<file path="config.mk">
export PLATFORM = sky130hd
export DESIGN_NAME = rcu_wire_table
export DESIGN_NICKNAME = d
export VERILOG_FILES = /design/src/hdl/rcu_pkg.sv /design/src/hdl/rcu_ram.sv /design/src/hdl/rcu_wire_table.sv
export SDC_FILE = /design/constraint.sdc
export NUM_CORES = 2
export LEC_CHECK = 0
export BUFFER_PORTS_ARGS = -buffer_cell sky130_fd_sc_hd__buf_4
export CAP_MARGIN = 20
export CORE_UTILIZATION = 40
export CTS_CLUSTER_SIZE = 40
export DETAILED_ROUTE_END_ITERATION = 8
export GPL_ROUTABILITY_DRIVEN = 0
export GPL_TIMING_DRIVEN = 0
export PLACE_DENSITY = 0.57
export SYNTH_ARGS = -nofsm -noshare
export SYNTH_HDL_FRONTEND = slang
export SYNTH_MEMORY_MAX_BITS = 65536
export SYNTH_SLANG_ARGS = --single-unit
</file>
<file path="constraint.sdc">
create_clock -name clk -period 4.3 [get_ports clk]
set_input_delay 0.215 -clock clk [delete_from_list [all_inputs] [get_ports clk]]
set_output_delay 0.215 -clock clk [all_outputs]
set_load 0.02 [all_outputs]
</file>
<file path="src/hdl/rcu_pkg.sv">
// Shared types, codes and helpers for the routing wire cost estimator.
// Depends on nothing; imported by rcu_wire_table, rcu_cost_pipe and the top level.
package rcu_pkg;

	localparam int NUM_WIRE_TYPES_DEF = 16;
	localparam int GRID_SIZE_DEF      = 1024;

	// segment counts before the grid clamp stay below 2^12
	localparam int SEG_W = 12;

	localparam logic [27:0] ROUND_TOL = 28'd66;
	localparam logic [16:0] ONE_Q16   = 17'h10000;
	localparam logic [47:0] COST_CAP  = 48'hFFFF_FFFF_FFFF;

	localparam logic REQ_QUERY = 1'b0;
	localparam logic REQ_WRITE = 1'b1;

	typedef enum logic [1:0] {
		CFG_MODE     = 2'd0,
		CFG_PIN_LIN  = 2'd1,
		CFG_SINK     = 2'd2,
		CFG_PIN_BASE = 2'd3
	} cfg_idx_t;

	typedef enum logic [2:0] {
		FLD_BASE  = 3'd0,
		FLD_LIN   = 3'd1,
		FLD_QUAD  = 3'd2,
		FLD_CAP   = 3'd3,
		FLD_INV   = 3'd4,
		FLD_ORTHO = 3'd5
	} field_t;

	typedef enum logic [1:0] {
		KIND_HCHAN = 2'd0,
		KIND_VCHAN = 2'd1,
		KIND_IPIN  = 2'd2,
		KIND_OTHER = 2'd3
	} kind_t;

	typedef enum logic [1:0] {
		CLS_ZERO = 2'd0,
		CLS_SINK = 2'd1,
		CLS_CALC = 2'd2
	} cls_t;

	typedef struct packed {
		logic [31:0] base;
		logic [31:0] lin;
		logic [31:0] quad;
		logic [31:0] cap;
		logic [16:0] inv;
	} wire_entry_t;

	typedef struct packed {
		logic [SEG_W-1:0] s;
		logic [SEG_W-1:0] o;
		logic [31:0]      base_s;
		logic [31:0]      base_o;
		logic [31:0]      lin_s;
		logic [31:0]      lin_o;
		logic [31:0]      quad_s;
		logic [31:0]      quad_o;
		logic [31:0]      cap_s;
		logic [31:0]      cap_o;
		logic [31:0]      rup;
		logic [16:0]      crit;
	} cost_in_t;

	function automatic logic [47:0] sat48(input logic [63:0] v);
		return (v > 64'(COST_CAP)) ? COST_CAP : v[47:0];
	endfunction

	// ceil(p / 2^16 - tolerance), clamped to seg_max
	function automatic logic [SEG_W-1:0] seg_count(input logic [27:0] p,
			input logic [16:0] seg_max);
		logic [28:0] q;
		q = 29'(p) - 29'(ROUND_TOL) + 29'h0FFFF;
		if (p <= ROUND_TOL)
			return '0;
		if (17'(q[28:16]) > seg_max)
			return seg_max[SEG_W-1:0];
		return q[27:16];
	endfunction

endpackage

</file>
<file path="src/hdl/rcu_ram.sv">
// Generic single write, single read RAM with registered read-first output.
// Depends on nothing.
module rcu_ram #(
	parameter int WIDTH = 32,
	parameter int DEPTH = 16
) (
	input  logic                     clk,
	input  logic                     we,
	input  logic [$clog2(DEPTH)-1:0] waddr,
	input  logic [WIDTH-1:0]         wdata,
	input  logic                     re,
	input  logic [$clog2(DEPTH)-1:0] raddr,
	output logic [WIDTH-1:0]         rdata
);

	logic [WIDTH-1:0] mem_q [DEPTH];

	always_ff @(posedge clk) begin
		if (re)
			rdata <= mem_q[raddr];
		if (we)
			mem_q[waddr] <= wdata;
	end

endmodule

</file>
<file path="src/hdl/rcu_wire_table.sv">
// Per-wire-type table: one RAM per field for the node's own type, one more
// set for the orthogonal type. Depends on rcu_pkg and rcu_ram.
module rcu_wire_table import rcu_pkg::*; #(
	parameter int NUM_WIRE_TYPES = NUM_WIRE_TYPES_DEF
) (
	input  logic        clk,
	input  logic        wr_en,
	input  logic [2:0]  field,
	input  logic [31:0] value,
	input  logic [3:0]  wire_type,
	input  logic        rd_en_a,
	input  logic        rd_en_b,
	output wire_entry_t ent_a,
	output wire_entry_t ent_b
);

	localparam int IW = $clog2(NUM_WIRE_TYPES);

	function automatic logic [IW-1:0] wrap_idx(input logic [3:0] v);
		logic [IW-1:0] r;
		r = '0;
		for (int i = 0; i < 16; i++)
			if (v == 4'(i))
				r = IW'(i % NUM_WIRE_TYPES);
		return r;
	endfunction

	logic [IW-1:0] idx;
	logic [IW-1:0] oidx;
	logic [3:0]    ortho_rd;
	logic [5:0]    we_f;

	assign idx  = wrap_idx(wire_type);
	assign oidx = wrap_idx(ortho_rd);

	always_comb begin
		we_f = '0;
		if (wr_en) begin
			case (field)
				FLD_BASE:  we_f[0] = 1'b1;
				FLD_LIN:   we_f[1] = 1'b1;
				FLD_QUAD:  we_f[2] = 1'b1;
				FLD_CAP:   we_f[3] = 1'b1;
				FLD_INV:   we_f[4] = 1'b1;
				FLD_ORTHO: we_f[5] = 1'b1;
				default:   we_f = '0;
			endcase
		end
	end

	rcu_ram #(.WIDTH(32), .DEPTH(NUM_WIRE_TYPES)) u_base_a (.clk, .we(we_f[0]), .waddr(idx),
		.wdata(value), .re(rd_en_a), .raddr(idx), .rdata(ent_a.base));
	rcu_ram #(.WIDTH(32), .DEPTH(NUM_WIRE_TYPES)) u_lin_a (.clk, .we(we_f[1]), .waddr(idx),
		.wdata(value), .re(rd_en_a), .raddr(idx), .rdata(ent_a.lin));
	rcu_ram #(.WIDTH(32), .DEPTH(NUM_WIRE_TYPES)) u_quad_a (.clk, .we(we_f[2]), .waddr(idx),
		.wdata(value), .re(rd_en_a), .raddr(idx), .rdata(ent_a.quad));
	rcu_ram #(.WIDTH(32), .DEPTH(NUM_WIRE_TYPES)) u_cap_a (.clk, .we(we_f[3]), .waddr(idx),
		.wdata(value), .re(rd_en_a), .raddr(idx), .rdata(ent_a.cap));
	rcu_ram #(.WIDTH(17), .DEPTH(NUM_WIRE_TYPES)) u_inv_a (.clk, .we(we_f[4]), .waddr(idx),
		.wdata(value[16:0]), .re(rd_en_a), .raddr(idx), .rdata(ent_a.inv));
	rcu_ram #(.WIDTH(4), .DEPTH(NUM_WIRE_TYPES)) u_ortho_a (.clk, .we(we_f[5]), .waddr(idx),
		.wdata(value[3:0]), .re(rd_en_a), .raddr(idx), .rdata(ortho_rd));

	// orthogonal copy: read one stage later at the type just fetched
	rcu_ram #(.WIDTH(32), .DEPTH(NUM_WIRE_TYPES)) u_base_b (.clk, .we(we_f[0]), .waddr(idx),
		.wdata(value), .re(rd_en_b), .raddr(oidx), .rdata(ent_b.base));
	rcu_ram #(.WIDTH(32), .DEPTH(NUM_WIRE_TYPES)) u_lin_b (.clk, .we(we_f[1]), .waddr(idx),
		.wdata(value), .re(rd_en_b), .raddr(oidx), .rdata(ent_b.lin));
	rcu_ram #(.WIDTH(32), .DEPTH(NUM_WIRE_TYPES)) u_quad_b (.clk, .we(we_f[2]), .waddr(idx),
		.wdata(value), .re(rd_en_b), .raddr(oidx), .rdata(ent_b.quad));
	rcu_ram #(.WIDTH(32), .DEPTH(NUM_WIRE_TYPES)) u_cap_b (.clk, .we(we_f[3]), .waddr(idx),
		.wdata(value), .re(rd_en_b), .raddr(oidx), .rdata(ent_b.cap));
	rcu_ram #(.WIDTH(17), .DEPTH(NUM_WIRE_TYPES)) u_inv_b (.clk, .we(we_f[4]), .waddr(idx),
		.wdata(value[16:0]), .re(rd_en_b), .raddr(oidx), .rdata(ent_b.inv));

endmodule

</file>
==> out/qor_table.md <==
| Parameter | Value | Unit |
|---|---|---|
| Outcome | complete, but fails checks | - |
| Violations in the final reports | hold timing | - |
| Met3 Use GR | 0.0666 | - |
| Most numerous cell on the critical path | sky130_fd_sc_hd__buf_2 | - |
| Sequential power share | 0.479 | - |
| Post-synthesis register bit count | 2678 | - |
| Part of the power in combinational logic | 0.095 | - |
| Synth async-reset ratio | 0 | - |
| TritonCTS clock tree | yes | - |
| Post-Synthesis Mean Instance Area | 21.8 | µm² |
| Max IR drop VDD | 0.000311 | V |
| Total clock sinks | 2678 | - |
| Count of final setup violators | 0 | - |
| CP required | 4.85 | ns |
| Share of cells above drive strength 1 | 0.362 | - |
| Final cycle utilization of the critical path | 0.950 | - |
| Leakage dissipation | 42.7 | nW |
| Slew Limit Fails | 0 | - |
| Worst Min Path Start | value[1] | - |
| Global-route usage over all layers | 0.265 | - |
| Total internal power | 46.6 | mW |
| Initial Utilization | 0.402 | - |
| Worst min-delay path endpoint | u_cap_b.mem_q[4][1]$_DFFE_PP_ | - |
| Total net switching power | 14.6 | mW |
| Post-layout min period | 4.08 | ns |
| Cell Chain, Critical Path | buf_2 > buf_2 > buf_1 > mux4_2 > a22oi_1 > nand2_1 | - |
| FF-to-FF Start | u_ortho_a.rdata[0]$_DFFE_PP_ | - |
| Final-layout setup total negative slack | 0 | ns |
| Post-route cell area | 135000 | µm² |
| Crit path max-delay family | buffers and inverters | - |
| Worst hold slack | -0.0299 | ns |
| Transition time of the tightest slew-check pin | 1.30 | ns |
| Top post-synthesis cells by area | sky130_fd_sc_hd__edfxtp_1 (70%), sky130_fd_sc_hd__mux4_2 (23%), sky130_fd_sc_hd__a22oi_1 (3.8%) | - |
| Average via count per standard cell | 6.35 | - |
| Placement row count | 196 | - |
| Layout-stage area growth over the synthesis result | 17.7 | % |
| CTS H-tree lvls | 5 | - |
| Total detailed-routing wirelength | 385000 | µm |
| Number of cells on the worst hold path | 1 | - |
| Worst slew slack as a fraction of its limit | 0.136 | - |
| Global-route wire length before repair | 526000 | µm |
| Inserted Clock Buffers | 295 | - |
| Ys Warns | 0 | - |
| Highest Clock Rate | 0.245 | GHz |
| Cell with the most instances after synthesis | sky130_fd_sc_hd__edfxtp_1 | - |
| Full die area | 289000 | µm² |
| Met2 track utilization from global routing | 0.415 | - |
| Library cells used by synthesis | 13 | - |
| Initial antenna violation count | 37 | - |
| Die H | 538 | µm |
| Crit-path max FO | 11 | - |
| Instance area at placement | 125000 | µm² |
| Area share of the largest cell type after synthesis | 0.701 | - |
| Cell taking the most area after synthesis | sky130_fd_sc_hd__edfxtp_1 | - |
| Slowest-stage cell, CP | sky130_fd_sc_hd__buf_2 | - |
| Synthesized net count | 5316 | - |
| Total of hold buffers inserted after clock tree synthesis | 18 | - |
| TritonRoute pass-1 iters | 6 | - |
| Pwr dens | 453 | nW/µm² |
| Core area | 285000 | µm² |
| Arr. time, crit path | 4.63 | ns |
| FF-to-FF End | u_inv_b.rdata[16]$_DFFE_PP_ | - |
| Overall die width | 538 | µm |
| Number of instances in the synthesized netlist | 5273 | - |
| Number of primary I/O pins | 333 | - |
| Final hold viol count | 8 | - |
| Maximum number of pins on one net before global-route repair | 97 | - |
| Path type of the worst min-delay path | in -> reg | - |
| Grt total ovfl | 0 | - |
| Most common flop cell mapped by yosys | sky130_fd_sc_hd__edfxtp_1 | - |
| Crit Path Class | reg -> reg | - |
| Part of the total power dissipated in the clock network | 0.426 | - |
| Clock latency on the worst-skew pair | 0.91 | ns |
| Residual antenna-violating net count after detailed routing | 0 | - |
| Setup fix buffers added after clock tree synthesis | 0 | - |
| Synth cell count leaders | sky130_fd_sc_hd__edfxtp_1 (2678), sky130_fd_sc_hd__mux4_2 (1176), sky130_fd_sc_hd__a22oi_1 (588) | - |
| Startpoint class of the critical path | flop | - |
| Post-CTS sizing | 0 | - |
| Sw frac | 0.239 | - |
| DRC errors left | 0 | - |
| Per-cell routed wire length | 38.3 | µm |
| Most crowded layer after global routing | met2 | - |
| Violation count after the first detailed-route iteration | 9300 | - |
| Number of inserted filler cells in the final layout | 23500 | - |
| HPWL after DPL | 250000 | µm |
| Buffers & Inverters on Critical Path | 3 | - |
| Number of enable flip-flop cells after synthesis | 2678 | - |
| Count of cells along the worst register-to-register path | 6 | - |
| Clk Tree Root Cell | sky130_fd_sc_hd__clkbuf_16 | - |
| Fraction of the core area covered by cells at the end of the flow | 0.473 | - |
| Worst Clk Skew | 0.0460 | ns |
| Depth of the critical timing path with buffers and inverters included | 6 | - |
| Clock input transition at the sequential cells of the worst setup and hold paths | 0.06 | ns |
| Total of max-cap violations | 0 | - |
| Post-layout total power | 61.2 | mW |
| Vias in the first global route | 64700 | - |
| Overall via count from detail_route | 63900 | - |
| Clock tree buffer depth | 4 | - |
| R2R setup slack | 0.22 | ns |
| CP max stage delay | 0.97 | ns |
| Sequential fraction of the synthesis area | 0.701 | - |
| Count of port buffers added during placement | 330 | - |
| RSZ-0062 raised after global routing | no | - |
| Net count reported at finish | 6089 | - |
| Synthesized cell area | 115000 | µm² |
| Kind of capture point of the worst setup path | flop | - |
| Global-route track usage on met1 | 0.361 | - |
metrics by stage:
stage                     setup slack [ns]  instances
after global routing                 0.285      10000
final                                0.216      10100
after global placement               -3.42       9365
after detailed placement             0.178       9471
after CTS                            0.336      10000
after floorplan                       1.29       5273
how the worst max path moves through the flow:
stage / startpoint / endpoint / slack (ns)
after detailed placement: wire_type[3] / u_cap_b.mem_q[1][16]$_DFFE_PP_ / 0.18
after global routing: u_ortho_a.rdata[0]$_DFFE_PP_ / u_inv_b.rdata[16]$_DFFE_PP_ / 0.29
after CTS: u_ortho_a.rdata[0]$_DFFE_PP_ / u_lin_b.rdata[1]$_DFFE_PP_ / 0.34
after global placement: wire_type[3] / u_cap_b.mem_q[3][16]$_DFFE_PP_ / -3.42
after floorplan: wire_type[0] / u_cap_b.mem_q[3][0]$_DFFE_PP_ / 1.29
final: u_ortho_a.rdata[0]$_DFFE_PP_ / u_inv_b.rdata[16]$_DFFE_PP_ / 0.22
cell families (layout without fill, tap and decap cells):
kind of cell,after synthesis,count (layout),share of synthesized area
multiplexers,1176,1176,0.231
buffers and inverters,400,1406,0.0154
other,0,17,0
AO/OA/AOI/OAI,588,588,0.0385
flip-flops,2678,2678,0.701
AND/OR/NAND/NOR,431,431,0.0145
cell usage in the layout, fill, tap and decap left out, types with 38 or more instances in the layout:
cell	n
sky130_fd_sc_hd__edfxtp_1	2678
sky130_fd_sc_hd__mux4_2	1176
sky130_fd_sc_hd__a22oi_1	588
sky130_fd_sc_hd__buf_4	343
sky130_fd_sc_hd__nand2_1	309
sky130_fd_sc_hd__clkbuf_16	302
sky130_fd_sc_hd__clkbuf_1	258
sky130_fd_sc_hd__buf_2	122
sky130_fd_sc_hd__nor2_4	66
sky130_fd_sc_hd__buf_12	64
sky130_fd_sc_hd__clkinv_1	57
sky130_fd_sc_hd__buf_1	47
sky130_fd_sc_hd__bufinv_16	39
sky130_fd_sc_hd__clkinv_2	38
registers in the layout, summed over array words and instances, names as in the netlist:
register         cells
u_cap_b.rdata       32
u_base_b.rdata      32
u_ortho_a.mem_q     64
u_inv_b.mem_q      272
u_lin_a.mem_q      384
u_inv_a.rdata       17
u_lin_b.mem_q      128
u_quad_b.rdata      32
u_base_b.mem_q     512
u_cap_a.rdata       32
u_quad_b.mem_q     384
u_quad_a.rdata      32
u_lin_b.rdata       32
u_ortho_a.rdata      4
u_cap_b.mem_q      512
u_inv_b.rdata       17
u_base_a.rdata      32
u_lin_a.rdata       32
u_quad_a.mem_q     128
final cells by class:
type,instances,area (µm²),area share
Timing Repair Buffer,476,5230,0.0387
Multi-Input combinational cell,2195,33100,0.245
Antenna cell,17,42.5,0.000315
Tap cell,3762,4710,0.0349
Clock inverter,170,2000,0.0148
Clock buffer,360,7770,0.0576
Sequential cell,2678,80400,0.596
Buffer,400,1770,0.0131
worst reg2reg max path, delay by kind of cell (launching register included):
family          cells  cell delay [ns]
simple gates        1             0.32
buf+inv             3             2.42
mux                 1             0.43
flops               1             0.36
compound gates      1             0.18
routing by layer:
metal | vias to the layer above | wire length (µm)
li1 | 24800 | -
met1 | 34500 | 147000
met2 | 3891 | 181000
met3 | 663 | 41700
met4 | 23 | 15100
met5 | - | 164
power by group through the flow:
stage | sequential, mW | clock, mW | combinational [mW]
2_1_floorplan | 30.2 | 0 | 2.62
3_3_place_gp | 29.9 | 0 | 5.64
3_5_place_dp | 29.9 | 0 | 5.77
4_1_cts | 29.3 | 26.4 | 5.80
5_1_grt | 29.4 | 27.3 | 6.05
6_report | 29.3 | 26.1 | 5.80
Note: power is estimated with default switching activity, not from simulation.
